===== config.mk =====
export PLATFORM = sky130hd
export DESIGN_NAME = multi_slot_periodic_timer_table_top
export DESIGN_NICKNAME = d
export VERILOG_FILES = /design/src/rtl/mstt_pkg.sv /design/src/rtl/mstt_slot_mem.sv /design/src/rtl/mstt_alu.sv /design/src/rtl/mstt_out_reg.sv /design/src/rtl/mstt_seq.sv /design/src/rtl/multi_slot_periodic_timer_table_top.sv
export SDC_FILE = /design/constraint.sdc
export NUM_CORES = 2
export LEC_CHECK = 0
export ABC_AREA = 0
export BUFFER_PORTS_ARGS = -buffer_cell sky130_fd_sc_hd__buf_2
export CORE_UTILIZATION = 35
export CTS_BUF_LIST = sky130_fd_sc_hd__clkbuf_4 sky130_fd_sc_hd__clkbuf_8
export DETAILED_ROUTE_END_ITERATION = 16
export GPL_TIMING_DRIVEN = 0
export PLACE_DENSITY = 0.49
export SETUP_SLACK_MARGIN = 0.02
export SLEW_MARGIN = 20
export SYNTH_ARGS = -nofsm -noshare
export SYNTH_HDL_FRONTEND = slang
export SYNTH_SLANG_ARGS = --single-unit

===== constraint.sdc =====
create_clock -name clk -period 20.5 [get_ports clk]
set_input_delay 3.075 -clock clk [delete_from_list [all_inputs] [get_ports clk]]
set_output_delay 3.075 -clock clk [all_outputs]
set_load 0.03 [all_outputs]

===== src/rtl/mstt_pkg.sv =====
// ----------------------------------------------------------------------------
// mstt_pkg: shared types and constants of the periodic timer table
// Slot count, field widths, codes and the structs passed between modules.
// ----------------------------------------------------------------------------
`timescale 1ns / 1ps
`default_nettype none

package mstt_pkg;

  localparam int SLOTS       = 16;
  localparam int SLOT_W      = $clog2(SLOTS);
  localparam int IDX_W       = $clog2(SLOTS + 1);
  localparam int MAX_RESULTS = 16;
  localparam int CNT_W       = $clog2(MAX_RESULTS + 1);
  localparam int ID_W        = 32;
  localparam int IV_W        = 32;
  localparam int SLOT_FW     = 4;

  typedef enum logic [1:0] {
    ACT_TICK   = 2'd0,
    ACT_ADD    = 2'd1,
    ACT_REMOVE = 2'd2,
    ACT_NONE   = 2'd3
  } action_t;

  typedef enum logic [1:0] {
    KIND_ADD    = 2'd0,
    KIND_REMOVE = 2'd1,
    KIND_EXPIRY = 2'd2
  } kind_t;

  typedef enum logic [1:0] {
    ST_OK        = 2'd0,
    ST_ZERO      = 2'd1,
    ST_FULL      = 2'd2,
    ST_NOT_FOUND = 2'd3
  } status_t;

  typedef enum logic [1:0] {
    S_IDLE  = 2'd0,
    S_ADD   = 2'd1,
    S_WALK  = 2'd2,
    S_FLUSH = 2'd3
  } state_t;

  typedef enum logic {
    ALU_DEC = 1'b0,
    ALU_CMP = 1'b1
  } alu_op_t;

  typedef struct packed {
    logic              single;
    logic [IV_W-1:0]   interval;
    logic [IV_W-1:0]   remaining;
    logic [ID_W-1:0]   ident;
  } ent_t;

  typedef struct packed {
    logic              rd_en;
    logic [SLOT_W-1:0] rd_addr;
    logic              wr_en;
    logic [SLOT_W-1:0] wr_addr;
    ent_t              wr_data;
  } mem_req_t;

  typedef struct packed {
    logic               last;
    kind_t              kind;
    status_t            status;
    logic [ID_W-1:0]    timer_id;
    logic [SLOT_FW-1:0] slot;
  } res_t;

  typedef struct packed {
    logic valid;
    res_t res;
  } emit_t;

endpackage

`default_nettype wire


===== src/rtl/mstt_slot_mem.sv =====
// ----------------------------------------------------------------------------
// mstt_slot_mem: slot entry memory
// One write port and one registered read port over the slot entries.
// ----------------------------------------------------------------------------
`timescale 1ns / 1ps
`default_nettype none

module mstt_slot_mem (
  input  wire               clk,
  input  mstt_pkg::mem_req_t req,
  output mstt_pkg::ent_t     rd_data_r
);
  import mstt_pkg::*;

  ent_t slot_mem_r [SLOTS];

  always_ff @(posedge clk) begin
    if (req.wr_en) begin
      slot_mem_r[req.wr_addr] <= req.wr_data;
    end
    if (req.rd_en) begin
      rd_data_r <= slot_mem_r[req.rd_addr];
    end
  end

endmodule

`default_nettype wire


===== src/rtl/mstt_alu.sv =====
// ----------------------------------------------------------------------------
// mstt_alu: shared subtract and zero-detect unit
// Decrements a remaining count or compares an identifier with the target.
// ----------------------------------------------------------------------------
`timescale 1ns / 1ps
`default_nettype none

module mstt_alu (
  input  mstt_pkg::alu_op_t        op,
  input  wire [mstt_pkg::ID_W-1:0] a,
  input  wire [mstt_pkg::ID_W-1:0] b,
  output logic [mstt_pkg::ID_W-1:0] diff,
  output logic                      zero
);
  import mstt_pkg::*;

  logic [ID_W-1:0] operand;

  always_comb begin
    operand = (op == ALU_DEC) ? ID_W'(1) : b;
    diff    = a - operand;
    zero    = (diff == '0);
  end

endmodule

`default_nettype wire


===== src/rtl/mstt_out_reg.sv =====
// ----------------------------------------------------------------------------
// mstt_out_reg: result output register
// Holds one result word for the output channel and frees the sequencer.
// ----------------------------------------------------------------------------
`timescale 1ns / 1ps
`default_nettype none

module mstt_out_reg (
  input  wire             clk,
  input  wire             rst_n,
  input  mstt_pkg::emit_t emit,
  output logic            emit_ready,
  output logic            out_valid_r,
  input  wire             out_ready,
  output mstt_pkg::res_t  out_res_r
);
  import mstt_pkg::*;

  assign emit_ready = !out_valid_r || out_ready;

  always_ff @(posedge clk) begin
    if (!rst_n) begin
      out_valid_r <= 1'b0;
    end else if (emit_ready) begin
      out_valid_r <= emit.valid;
    end
  end

  always_ff @(posedge clk) begin
    if (emit_ready && emit.valid) begin
      out_res_r <= emit.res;
    end
  end

endmodule

`default_nettype wire


===== src/rtl/mstt_seq.sv =====
// ----------------------------------------------------------------------------
// mstt_seq: timer table sequencer
// Walks the slots one per cycle unless the output stalls, for ticks, searches
// and removes; keeps the valid bits, rotating pointer and identifier counter.
// ----------------------------------------------------------------------------
`timescale 1ns / 1ps
`default_nettype none

module mstt_seq (
  input  wire                       clk,
  input  wire                       rst_n,
  input  wire                       in_valid,
  output logic                      in_ready,
  input  wire [1:0]                 in_action,
  input  wire [mstt_pkg::IV_W-1:0]  in_interval,
  input  wire                       in_one_shot,
  input  wire [mstt_pkg::ID_W-1:0]  in_target_id,
  output mstt_pkg::mem_req_t        mem_req,
  input  mstt_pkg::ent_t            mem_rd_data,
  output mstt_pkg::alu_op_t         alu_op,
  output logic [mstt_pkg::ID_W-1:0] alu_a,
  output logic [mstt_pkg::ID_W-1:0] alu_b,
  input  wire [mstt_pkg::ID_W-1:0]  alu_diff,
  input  wire                       alu_zero,
  output mstt_pkg::emit_t           emit,
  input  wire                       emit_ready
);
  import mstt_pkg::*;

  state_t            state_r, state_nxt;
  action_t           act_r, act_nxt;
  logic [IV_W-1:0]   iv_r, iv_nxt;
  logic              single_r, single_nxt;
  logic [ID_W-1:0]   target_r, target_nxt;
  logic [IDX_W-1:0]  idx_r, idx_nxt;
  logic [SLOT_W-1:0] ex_idx_r, ex_idx_nxt;
  logic              ex_vld_r, ex_vld_nxt;
  logic [SLOTS-1:0]  valid_r, valid_nxt;
  logic [SLOT_W-1:0] next_slot_r, next_slot_nxt;
  logic [ID_W-1:0]   ident_r, ident_nxt;
  logic              pend_valid_r, pend_valid_nxt;
  res_t              pend_r, pend_nxt;
  logic [CNT_W-1:0]  res_cnt_r, res_cnt_nxt;

  logic              in_fire;
  action_t           in_act;
  logic              add_direct;
  logic              issue_ok;
  logic              walk_end;
  logic              slot_busy;
  logic              tick_live;
  logic              tick_hit;
  logic              report;
  logic              stall;
  logic              add_hit;
  logic              rm_hit;
  logic [SLOT_W-1:0] slot_inc;

  assign in_ready = (state_r == S_IDLE);

  always_comb begin
    in_fire    = in_valid && in_ready;
    in_act     = action_t'(in_action);
    add_direct = !valid_r[next_slot_r];
    issue_ok   = (idx_r < IDX_W'(SLOTS));
    walk_end   = !ex_vld_r && !issue_ok;
    slot_busy  = valid_r[ex_idx_r];
    tick_live  = (act_r == ACT_TICK) && ex_vld_r && slot_busy;
    tick_hit   = tick_live && alu_zero;
    report     = tick_hit && (res_cnt_r < CNT_W'(MAX_RESULTS));
    stall      = report && pend_valid_r && !emit_ready;
    add_hit    = (act_r == ACT_ADD) && ex_vld_r && !slot_busy;
    rm_hit     = (act_r == ACT_REMOVE) && ex_vld_r && slot_busy && alu_zero;
    slot_inc   = (next_slot_r == SLOT_W'(SLOTS - 1)) ? '0 : next_slot_r + 1'b1;
    alu_op     = (act_r == ACT_TICK) ? ALU_DEC : ALU_CMP;
    alu_a      = (act_r == ACT_TICK) ? mem_rd_data.remaining : mem_rd_data.ident;
    alu_b      = target_r;
  end

  always_comb begin
    state_nxt = state_r;
    case (state_r)
      S_IDLE: begin
        if (in_fire) begin
          case (in_act)
            ACT_TICK:   state_nxt = S_WALK;
            ACT_ADD: begin
              if (in_interval == '0) begin
                state_nxt = S_FLUSH;
              end else if (add_direct) begin
                state_nxt = S_ADD;
              end else begin
                state_nxt = S_WALK;
              end
            end
            ACT_REMOVE: state_nxt = S_WALK;
            default:    state_nxt = S_IDLE;
          endcase
        end
      end
      S_ADD:   state_nxt = S_FLUSH;
      S_WALK: begin
        if (add_hit || rm_hit || walk_end) begin
          state_nxt = S_FLUSH;
        end
      end
      S_FLUSH: begin
        if (!pend_valid_r || emit_ready) begin
          state_nxt = S_IDLE;
        end
      end
      default: state_nxt = S_IDLE;
    endcase
  end

  always_comb begin
    act_nxt        = act_r;
    iv_nxt         = iv_r;
    single_nxt     = single_r;
    target_nxt     = target_r;
    idx_nxt        = idx_r;
    ex_idx_nxt     = ex_idx_r;
    ex_vld_nxt     = ex_vld_r;
    valid_nxt      = valid_r;
    next_slot_nxt  = next_slot_r;
    ident_nxt      = ident_r;
    pend_valid_nxt = pend_valid_r;
    pend_nxt       = pend_r;
    res_cnt_nxt    = res_cnt_r;
    mem_req        = '0;
    emit           = '0;

    case (state_r)
      S_IDLE: begin
        if (in_fire) begin
          act_nxt        = in_act;
          iv_nxt         = in_interval;
          single_nxt     = in_one_shot;
          target_nxt     = in_target_id;
          idx_nxt        = '0;
          ex_vld_nxt     = 1'b0;
          res_cnt_nxt    = '0;
          pend_valid_nxt = 1'b0;
          if ((in_act == ACT_ADD) && (in_interval == '0)) begin
            pend_valid_nxt = 1'b1;
            pend_nxt       = '{last: 1'b0, kind: KIND_ADD, status: ST_ZERO,
                               timer_id: '0, slot: '0};
          end
        end
      end
      S_ADD: begin
        mem_req.wr_en          = 1'b1;
        mem_req.wr_addr        = next_slot_r;
        mem_req.wr_data        = '{single: single_r, interval: iv_r,
                                   remaining: iv_r, ident: ident_r};
        valid_nxt[next_slot_r] = 1'b1;
        next_slot_nxt          = slot_inc;
        ident_nxt              = ident_r + 1'b1;
        pend_valid_nxt         = 1'b1;
        pend_nxt               = '{last: 1'b0, kind: KIND_ADD, status: ST_OK,
                                   timer_id: ident_r, slot: SLOT_FW'(next_slot_r)};
      end
      S_WALK: begin
        if (!stall) begin
          mem_req.rd_en   = issue_ok;
          mem_req.rd_addr = idx_r[SLOT_W-1:0];
          ex_idx_nxt      = idx_r[SLOT_W-1:0];
          ex_vld_nxt      = issue_ok;
          idx_nxt         = idx_r + IDX_W'(issue_ok);

          if (tick_live) begin
            mem_req.wr_addr = ex_idx_r;
            mem_req.wr_data = mem_rd_data;
            if (alu_zero) begin
              if (mem_rd_data.single) begin
                valid_nxt[ex_idx_r] = 1'b0;
              end else begin
                mem_req.wr_en             = 1'b1;
                mem_req.wr_data.remaining = mem_rd_data.interval;
              end
            end else begin
              mem_req.wr_en             = 1'b1;
              mem_req.wr_data.remaining = alu_diff;
            end
          end

          if (report) begin
            emit.valid     = pend_valid_r;
            emit.res       = pend_r;
            pend_valid_nxt = 1'b1;
            pend_nxt       = '{last: 1'b0, kind: KIND_EXPIRY, status: ST_OK,
                               timer_id: mem_rd_data.ident,
                               slot: SLOT_FW'(ex_idx_r)};
            res_cnt_nxt    = res_cnt_r + 1'b1;
          end

          if (add_hit) begin
            mem_req.wr_en       = 1'b1;
            mem_req.wr_addr     = ex_idx_r;
            mem_req.wr_data     = '{single: single_r, interval: iv_r,
                                    remaining: iv_r, ident: ident_r};
            valid_nxt[ex_idx_r] = 1'b1;
            next_slot_nxt       = ex_idx_r;
            ident_nxt           = ident_r + 1'b1;
            pend_valid_nxt      = 1'b1;
            pend_nxt            = '{last: 1'b0, kind: KIND_ADD, status: ST_OK,
                                    timer_id: ident_r, slot: SLOT_FW'(ex_idx_r)};
          end

          if (rm_hit) begin
            valid_nxt[ex_idx_r] = 1'b0;
            next_slot_nxt       = ex_idx_r;
            pend_valid_nxt      = 1'b1;
            pend_nxt            = '{last: 1'b0, kind: KIND_REMOVE, status: ST_OK,
                                    timer_id: target_r, slot: SLOT_FW'(ex_idx_r)};
          end

          if (walk_end) begin
            if (act_r == ACT_ADD) begin
              pend_valid_nxt = 1'b1;
              pend_nxt       = '{last: 1'b0, kind: KIND_ADD, status: ST_FULL,
                                 timer_id: '0, slot: '0};
            end else if (act_r == ACT_REMOVE) begin
              pend_valid_nxt = 1'b1;
              pend_nxt       = '{last: 1'b0, kind: KIND_REMOVE, status: ST_NOT_FOUND,
                                 timer_id: target_r, slot: '0};
            end
          end
        end
      end
      S_FLUSH: begin
        emit.valid    = pend_valid_r;
        emit.res      = pend_r;
        emit.res.last = 1'b1;
        if (emit_ready) begin
          pend_valid_nxt = 1'b0;
        end
      end
      default: begin
        emit = '0;
      end
    endcase
  end

  always_ff @(posedge clk) begin
    if (!rst_n) begin
      state_r      <= S_IDLE;
      valid_r      <= '0;
      next_slot_r  <= '0;
      ident_r      <= '0;
      pend_valid_r <= 1'b0;
      ex_vld_r     <= 1'b0;
      idx_r        <= '0;
      res_cnt_r    <= '0;
    end else begin
      state_r      <= state_nxt;
      valid_r      <= valid_nxt;
      next_slot_r  <= next_slot_nxt;
      ident_r      <= ident_nxt;
      pend_valid_r <= pend_valid_nxt;
      ex_vld_r     <= ex_vld_nxt;
      idx_r        <= idx_nxt;
      res_cnt_r    <= res_cnt_nxt;
    end
  end

  always_ff @(posedge clk) begin
    act_r    <= act_nxt;
    iv_r     <= iv_nxt;
    single_r <= single_nxt;
    target_r <= target_nxt;
    ex_idx_r <= ex_idx_nxt;
    pend_r   <= pend_nxt;
  end

endmodule

`default_nettype wire


===== src/rtl/multi_slot_periodic_timer_table_top.sv =====
// ----------------------------------------------------------------------------
// multi_slot_periodic_timer_table_top: periodic timer table
// A table of timer slots with add, remove and tick commands and expiry words.
//
//   channel | dir | handshake          | contents
//   in_     | in  | in_tvalid/tready   | tuser action, tdata interval/one_shot/target
//   out_    | out | out_tvalid/tready  | tuser kind, tdata status/timer_id/slot, tlast
//
// A tick, a remove or an add whose pointer slot is taken walks the slots
// through one decrement/compare unit after a registered memory read, one slot
// per cycle unless the output stalls. A direct add uses the add, then flush state.
// Reset clears the valid bits, the pointer and the identifier counter.
// A stalled output holds the walk at the next expiry that needs to be sent.
// ----------------------------------------------------------------------------
`timescale 1ns / 1ps
`default_nettype none

module multi_slot_periodic_timer_table_top (
  input  wire         clk,
  input  wire         rst_n,
  input  wire         in_tvalid,
  output logic        in_tready,
  input  wire  [71:0] in_tdata,   // interval[31:0], one_shot[32], target_id[64:33]
  input  wire  [1:0]  in_tuser,   // action[1:0]
  output logic        out_tvalid,
  input  wire         out_tready,
  output logic [39:0] out_tdata,  // status[1:0], timer_id[33:2], slot[37:34]
  output logic [1:0]  out_tuser,  // kind[1:0]
  output logic        out_tlast
);
  import mstt_pkg::*;

  mem_req_t        mem_req;
  ent_t            mem_rd_data;
  alu_op_t         alu_op;
  logic [ID_W-1:0] alu_a;
  logic [ID_W-1:0] alu_b;
  logic [ID_W-1:0] alu_diff;
  logic            alu_zero;
  emit_t           emit;
  logic            emit_ready;
  res_t            out_res;

  mstt_slot_mem u_mem (
    .clk       (clk),
    .req       (mem_req),
    .rd_data_r (mem_rd_data)
  );

  mstt_alu u_alu (
    .op   (alu_op),
    .a    (alu_a),
    .b    (alu_b),
    .diff (alu_diff),
    .zero (alu_zero)
  );

  mstt_seq u_seq (
    .clk          (clk),
    .rst_n        (rst_n),
    .in_valid     (in_tvalid),
    .in_ready     (in_tready),
    .in_action    (in_tuser),
    .in_interval  (in_tdata[31:0]),
    .in_one_shot  (in_tdata[32]),
    .in_target_id (in_tdata[64:33]),
    .mem_req      (mem_req),
    .mem_rd_data  (mem_rd_data),
    .alu_op       (alu_op),
    .alu_a        (alu_a),
    .alu_b        (alu_b),
    .alu_diff     (alu_diff),
    .alu_zero     (alu_zero),
    .emit         (emit),
    .emit_ready   (emit_ready)
  );

  mstt_out_reg u_out (
    .clk         (clk),
    .rst_n       (rst_n),
    .emit        (emit),
    .emit_ready  (emit_ready),
    .out_valid_r (out_tvalid),
    .out_ready   (out_tready),
    .out_res_r   (out_res)
  );

  assign out_tdata = {2'b00, out_res.slot, out_res.timer_id, out_res.status};
  assign out_tuser = out_res.kind;
  assign out_tlast = out_res.last;

  a_emit_busy: assert property (@(posedge clk) disable iff (!rst_n)
    emit.valid |-> !in_tready)
    else $error("result emitted while the sequencer was idle");

  a_none_idle: assert property (@(posedge clk) disable iff (!rst_n)
    (in_tvalid && in_tready && (action_t'(in_tuser) == ACT_NONE)) |=> in_tready)
    else $error("unused action code did not return to idle");

  a_reply_last: assert property (@(posedge clk) disable iff (!rst_n)
    (out_tvalid && (kind_t'(out_tuser) != KIND_EXPIRY)) |-> out_tlast)
    else $error("add or remove reply without last");

  a_expiry_ok: assert property (@(posedge clk) disable iff (!rst_n)
    (out_tvalid && (kind_t'(out_tuser) == KIND_EXPIRY)) |->
      (status_t'(out_tdata[1:0]) == ST_OK))
    else $error("expiry word with a non-ok status");

endmodule

`default_nettype wire


== Word-level counts from Yosys, hierarchy flattened ==
Memory sizes are Yosys's and may differ from the RTL's. A register that Yosys moved wholly into a read port is not among the register bits.
Index checks and enable logic that the tools add are counted.
Widths: inputs -> output; s select.

* Bits in registers: 220
* Bits in latches: 0
* Bits in writable memories: 1552
* ROM bits: 0
* Output and inout port bits: 45
* Memories kept: 1

{| class="wikitable"
|+ Memory list
! name !! depth !! bits a word !! read ports !! clocked after memory_dff !! wr ports !! line !! RTL
|-
| u_mem.slot_mem_r || 16 || 97 || 1 || 1 || 1 || mstt_slot_mem.sv:15 || <nowiki>ent_t slot_mem_r [SLOTS];</nowiki>
|}

* Add/subtract/negate cells: 5
* Multiply operators: 0
* Div/mod/pow operators: 0
* Order comparisons: 6
* Eq/ne operators: 17
* Shifts and indexed selects: 0
* Muxes and demuxes: 80
* Bitwise gates (word level): 6
* Reduce and logical (&&, ||, !) cells: 46

{| class="wikitable"
|+ Operator list
! operator !! number
|-
| $mux 41 || 9
|-
| $mux 102 || 2
|-
| $pmux 102 s2 || 1
|-
| $mux 32 || 6
|-
| $mux 16 || 10
|-
| $pmux 41 s3 || 1
|-
| $mux 107 || 1
|-
| $mux 42 || 2
|-
| $pmux 42 s2 || 1
|-
| $logic_not 32->1 || 2
|-
| $pmux 32 s2 || 1
|-
| $add 32x1->32 const B || 1
|-
| $and 16x16->16 || 2
|-
| $or 16x16->16 || 2
|-
| $pmux 16 s2 || 1
|-
| $sub 32x32->32 || 1
|-
| $mux 5 || 5
|-
| $mux 1 || 20
|-
| $pmux 5 s2 || 2
|-
| $logic_and 1x1->1 || 17
|-
| $mux 4 || 4
|-
| $not 16->16 || 1
|-
| $reduce_and 3->1 || 5
|-
| $lt 4x5->1 const B || 2
|-
| other kinds (28) || 61
|}

== Longest topological paths before layout ==
* Depth in word-level cells: 19
* Gate-level depth with buffers: 22
* Gate-level depth less buffers: 17

== Modules after synthesis ==
From an unflattened synthesis, not the netlist that was laid out.

* Cell total of the unflattened synthesis: 4104
* Area total of the unflattened synthesis: 76037.9 um^2

{| class="wikitable"
|+ Modules (own cells, without submodules)
! module !! times used !! cells an instance !! area an instance (um^2) !! sequential area each (um^2)
|-
| mstt_slot_mem || 1 || 2484 || 60838.3 || 49517.5
|-
| mstt_seq || 1 || 1242 || 11742.5 || 4684.5
|-
| mstt_alu || 1 || 329 || 2149.6 || 0.0
|-
| mstt_out_reg || 1 || 46 || 1288.7 || 1251.2
|-
| multi_slot_periodic_timer_table_top || 1 || 3 || 18.8 || 0.0
|}

== Worst setup path before layout ==
OpenSTA, ideal clock, no wires.

* Path kind: input -> register
* Start: in out_tready
* End: mem u_mem.slot_mem_r[6][0] in the netlist's numbering (enable)
* Library setup time: 0.790 ns
* Arrival: 13.724 ns
* Setup slack: 5.986 ns
* Stages: 9
* Cells stage by stage: nor2b_1 > nand2_1 > nor2_1 > nand2_1 > nor2_1 > a311oi_1 > buf_2 > a2111o_1 > nor4_1

* Word-level cells in the longest chain between the ends: 7

{| class="wikitable"
|+ RTL lines
! what !! line !! RTL
|-
| start: declaration || multi_slot_periodic_timer_table_top.sv:26 || <nowiki>input wire out_tready,</nowiki>
|-
| $logic_or 1x1->1 (*) || mstt_out_reg.sv:19 || <nowiki>assign emit_ready = !out_valid_r || out_ready;</nowiki>
|-
| $logic_not 1->1 (*) || mstt_seq.sv:71 || <nowiki>stall = report && pend_valid_r && !emit_ready;</nowiki>
|-
| $logic_and 1x1->1 (*) || mstt_seq.sv:71 ||
|-
| $mux 107 (*) || mstt_seq.sv:164 || <nowiki>if (!stall) begin</nowiki>
|-
| $pmux 102 s2 (*) || mstt_seq.sv:133 || <nowiki>case (state_r)</nowiki>
|-
| $mux 1 || mstt_slot_mem.sv:18 || <nowiki>if (req.wr_en) begin</nowiki>
|-
| $mux 1 (not written as such) || mstt_slot_mem.sv:19 || <nowiki>slot_mem_r[req.wr_addr] <= req.wr_data;</nowiki>
|-
| end: declaration || mstt_slot_mem.sv:15 ||
|}

Every way passes the cells marked *; elsewhere a longest branch is shown, timed or not.

== Final worst setup path ==
* Start: reg u_seq.act_r[0]
* End: mem u_mem.slot_mem_r[5][60] in the netlist's numbering (enable)

* Word-level cells in the longest chain between the ends: 12
* Elaborated cells on any way between the ends: 21

{| class="wikitable"
|+ RTL lines
! what !! line !! RTL
|-
| start: declaration || mstt_seq.sv:31 || <nowiki>action_t act_r, act_nxt;</nowiki>
|-
| start signal: assignment || mstt_seq.sv:268 || <nowiki>act_r <= act_nxt;</nowiki>
|-
| branches (longest 8 deep; another with $sub 32x32->32) || - ||
|-
| $mux 107 (*) || mstt_seq.sv:164 ||
|-
| $pmux 102 s2 (*) || mstt_seq.sv:133 ||
|-
| $mux 1 || mstt_slot_mem.sv:18 ||
|-
| $mux 1 (not written as such) || mstt_slot_mem.sv:19 ||
|}

Every way passes the cells marked *.

==> results by group <==
Timing
  • RSZ-0062 raised after global routing: false
  • WHS: around 430 ps
  • Setup violators final: 0
  • Worst slew pin tran: 1250 ps
  • Fmax: 104 MHz
  • Slew HR: approximately 16%
  • Clock skew: between 90 and 100 ps
  • Slew Viols, Final: 0
  • Min Tclk post-route: 9620 ps
  • Period utilization: around 47%
  • Final Hold Vio Count: 0

Power
  • Seq pwr share: about 45%
  • Total power: around 10 mW
  • Clk network pwr share: about a third
  • Psw: 3.29 mW
  • Share of power burned in combinational logic: 21.6%
  • Worst vdd ir: approximately 0.074 mV
  • P_leak: between 20 and 30 nW
  • Int Pwr: 6.90 mW
  • Switch share: between 30% and 40%
  • Pwr dens: ~110 nW/um2

Clocking
  • Cts repair resizes: 0
  • Num CTS Buffers: between 300 and 400
  • Clk slew on worst S/H paths: approximately 70 ps
  • Postcts setup bufs: 0
  • Clock latency on the worst-skew pair: around 1100 ps
  • Max Buffers Root-to-Sink: 4
  • Hold buffers post-CTS: 0
  • CTS tree: built
  • CTS Root Cell: clkbuf_8
  • H-tree depth: 5
  • Sink Count: between 1500 and 2000

Outcome
  • Status: complete, no violations

Routing
  • # DRC: 0
  • Via count: 50774
  • Routed len/inst: 29.1 um
  • Total wire length: between 200000 and 300000 um
  • Iter 0 DRT Violations: about 4700
  • Drt via density: between 5 and 6
  • Initial DRT Pass Iterations: 6
  • DRT antenna net count: 0

GRT
  • Antenna violations before repair: 20
  • First-pass GRT wire length: 380000 um
  • Largest net degree at the start of global routing: 49
  • Vias in the first global route: approximately 51000
  • Tot GR Track Use: 23.4%
  • Global route overflow: 0

Critical path
  • Most frequent CP cell: buf_2
  • Max stage delay on crit path: between 800 and 900 ps
  • Worst setup path class: flop to flop
  • Worst R2R Setup Slack: between 10000 and 15000 ps
  • Buf+Inv Stages, Crit Path: 15
  • Origin of the worst setup path: u_seq.act_r[0]
  • Crit-path max FO: 10
  • Worst Setup Start Kind: flop
  • Endpoint class of the critical path: flop
  • Crit path max-delay family: buffers and inverters
  • RR Startpoint: u_seq.act_r[0]
  • Slowest cell on crit path: o311ai_4
  • CP required: between 20000 and 25000 ps
  • Critical path arrival: 10370 ps

Yosys
  • Main synth FF type: edfxtp_1
  • Synth Cell Area: about 79000 um2
  • Post-synth EDFFs: 1802
  • Synth area leaders: edfxtp_1 68%, mux2i_1 4.0%, mux4_2 3.1%
  • Async set or reset register ratio after synthesis: 0%
  • Flops & latches, synth: between 1500 and 2000
  • Yosys top cell by area: edfxtp_1
  • Register area share after synthesis: a little over two thirds
  • Cells after Synth: between 5000 and 6000
  • Ys Warns: 0
  • Unique masters post-synth: 93
  • Syn Area/Cell: 14.6 um2
  • Top cell type's share of synthesized area: between 60 and 70%

Floorplanning
  • Core Area: between 200000 and 250000 um2
  • Chip height: roughly 480 um
  • Ports: around 120
  • Rows: 174
  • Initial Util: about a third
  • Die area: ~230000 um2
  • Die width: approximately 480 um

Worst hold path
  • Worst Hold Launch: u_seq.idx_r[3]
  • Hold crit path type: flop to flop

Layout
  • Area added between synthesis and finish: 17.1%
  • Ratio of cells with drive above 1 in the final layout: 19.4%
  • Non-filler cells, final: between 9000 and 10000
  • Final net count: 6139

Placement
  • Inst Count DP: approximately 8700
  • DP HPWL: just over 200000 um
  • # port buffers: 112
  • GPL Wtd Cong: a little under 1

Flow run
  • Max-cap violations: 0
-- flip-flops by register name, summed over array words and instances, names as in the netlist, 5 cells and up --
register / count
u_seq.valid_r: 16
u_seq.pend_r: 41
u_seq.ident_r: 32
u_seq.iv_r: 32
u_seq.res_cnt_r: 5
u_mem.slot_mem_r: 1552
u_seq.idx_r: 5
u_out.out_res_r: 41
u_mem.rd_data_r: 97
u_seq.alu_b: 32
-- area by class of cell --
class | instances | area (um2)
Tap cell | 2992 | 3740
Sequential cell | 1869 | 55500
Clock inverter | 107 | 676
Fill cell | 20898 | 132000
Multi-Input combinational cell | 3131 | 22400
Antenna cell | 27 | 67.6
Buffer | 379 | 1610
Clock buffer | 474 | 5720
Timing Repair Buffer | 271 | 2950
Inverter | 23 | 90.1
-- layer usage --
layer	track usage [%]	vias up	part of all wire, %
li1	-	22574	-
met1	30.5	25905	42
met2	38.1	1850	48
met3	4.08	443	6.0
met4	10.1	2	4.3
met5	0	-	0.0044
-- synth_stat cells, drive strengths merged, types with 7 or more instances --
library cell     n
or2             11
and4             7
nand4           34
nand3           55
a221oi          96
buf            117
a21o            18
mux2i          317
a22o            16
nor3b            7
and2            41
nor3            29
mux2            99
dfxtp           67
o311ai           7
nor2           418
o22ai          110
a22oi          105
nor2b           91
or3             20
nand2b          10
xor2             8
ha              45
o21a             7
a2111oi         18
a31oi           16
a311oi           8
a21oi          189
clkbuf         262
edfxtp        1802
nor4            19
a21boi          12
and3            19
mux4           108
a211o           95
o211ai          11
a211oi         204
xnor2           32
inv             21
o21ai          332
nand2          421
o31ai           25
-- cells in the final DEF, fill, tap and decap left out, types with 30 or more instances in the layout --
cell / netlist / routed
clkbuf_4: 0 / 133
nor2b_1: 91 / 91
a211o_1: 95 / 95
a22oi_1: 105 / 105
nor2_2: 0 / 60
buf_1: 38 / 36
buf_4: 9 / 30
buf_12: 0 / 50
and2_1: 40 / 40
ha_1: 45 / 45
clkbuf_1: 261 / 239
clkinv_1: 2 / 72
buf_2: 66 / 231
clkbuf_8: 0 / 346
o22ai_1: 110 / 110
a211oi_1: 203 / 203
o21ai_0: 325 / 325
mux4_2: 108 / 108
a21oi_1: 189 / 174
nor2_1: 418 / 344
mux2_2: 99 / 99
dfxtp_1: 67 / 67
a221oi_1: 94 / 94
mux2i_1: 317 / 317
xnor2_1: 32 / 32
nand3_1: 55 / 55
nand2_1: 421 / 421
nand4_1: 33 / 33
edfxtp_1: 1802 / 1802
buf_16: 0 / 34
-- power by group through the flow --
stage	Sequential, mW	Clock (mW)	Combinational, mW
finish	4.58	3.41	2.20
CTS	4.57	3.50	2.17
detailed placement	4.64	0	2.16
global route	4.57	3.66	2.33
floorplan	4.50	0	1.28
global placement	4.68	0	2.07
-- cells by family (layout without fill, tap and decap cells) --
| kind of cell | Yosys count | count (layout) | synth area share, % |
|---|---|---|---|
| simple gates | 1194 | 1194 | 6.79 |
| buf+inv | 402 | 1254 | 2.09 |
| flops | 1869 | 1869 | 70.1 |
| xor+xnor | 40 | 40 | 0.443 |
| mux | 524 | 524 | 8.49 |
| other cells | 1 | 29 | 0.00474 |
| compound gates | 1325 | 1325 | 11.3 |
| fa+ha+maj | 46 | 46 | 0.737 |
-- worst paths after layout --
kind / end / cells past startpoint
worst max-delay path: u_mem.slot_mem_r[5][60] / 28
worst min-delay path: u_seq.ex_idx_r[3] / 0
worst max register to register: u_mem.slot_mem_r[5][60] / 28
worst min register to register: u_seq.ex_idx_r[3] / 0
-- per-stage QoR --
step	instance area, um2	utilization, %	setup slack [ps]	setup TNS, ps
6_report	92700	41.3	10880	0
5_1_grt	92600	41.2	10680	0
4_1_cts	92500	41.2	11050	0
3_5_place_dp	86100	38.3	11100	0
3_3_place_gp	83400	37.1	-5260	-1355620
2_1_floorplan	79100	-	5990	0
No activity file was read; power rests on OpenSTA's default activity.
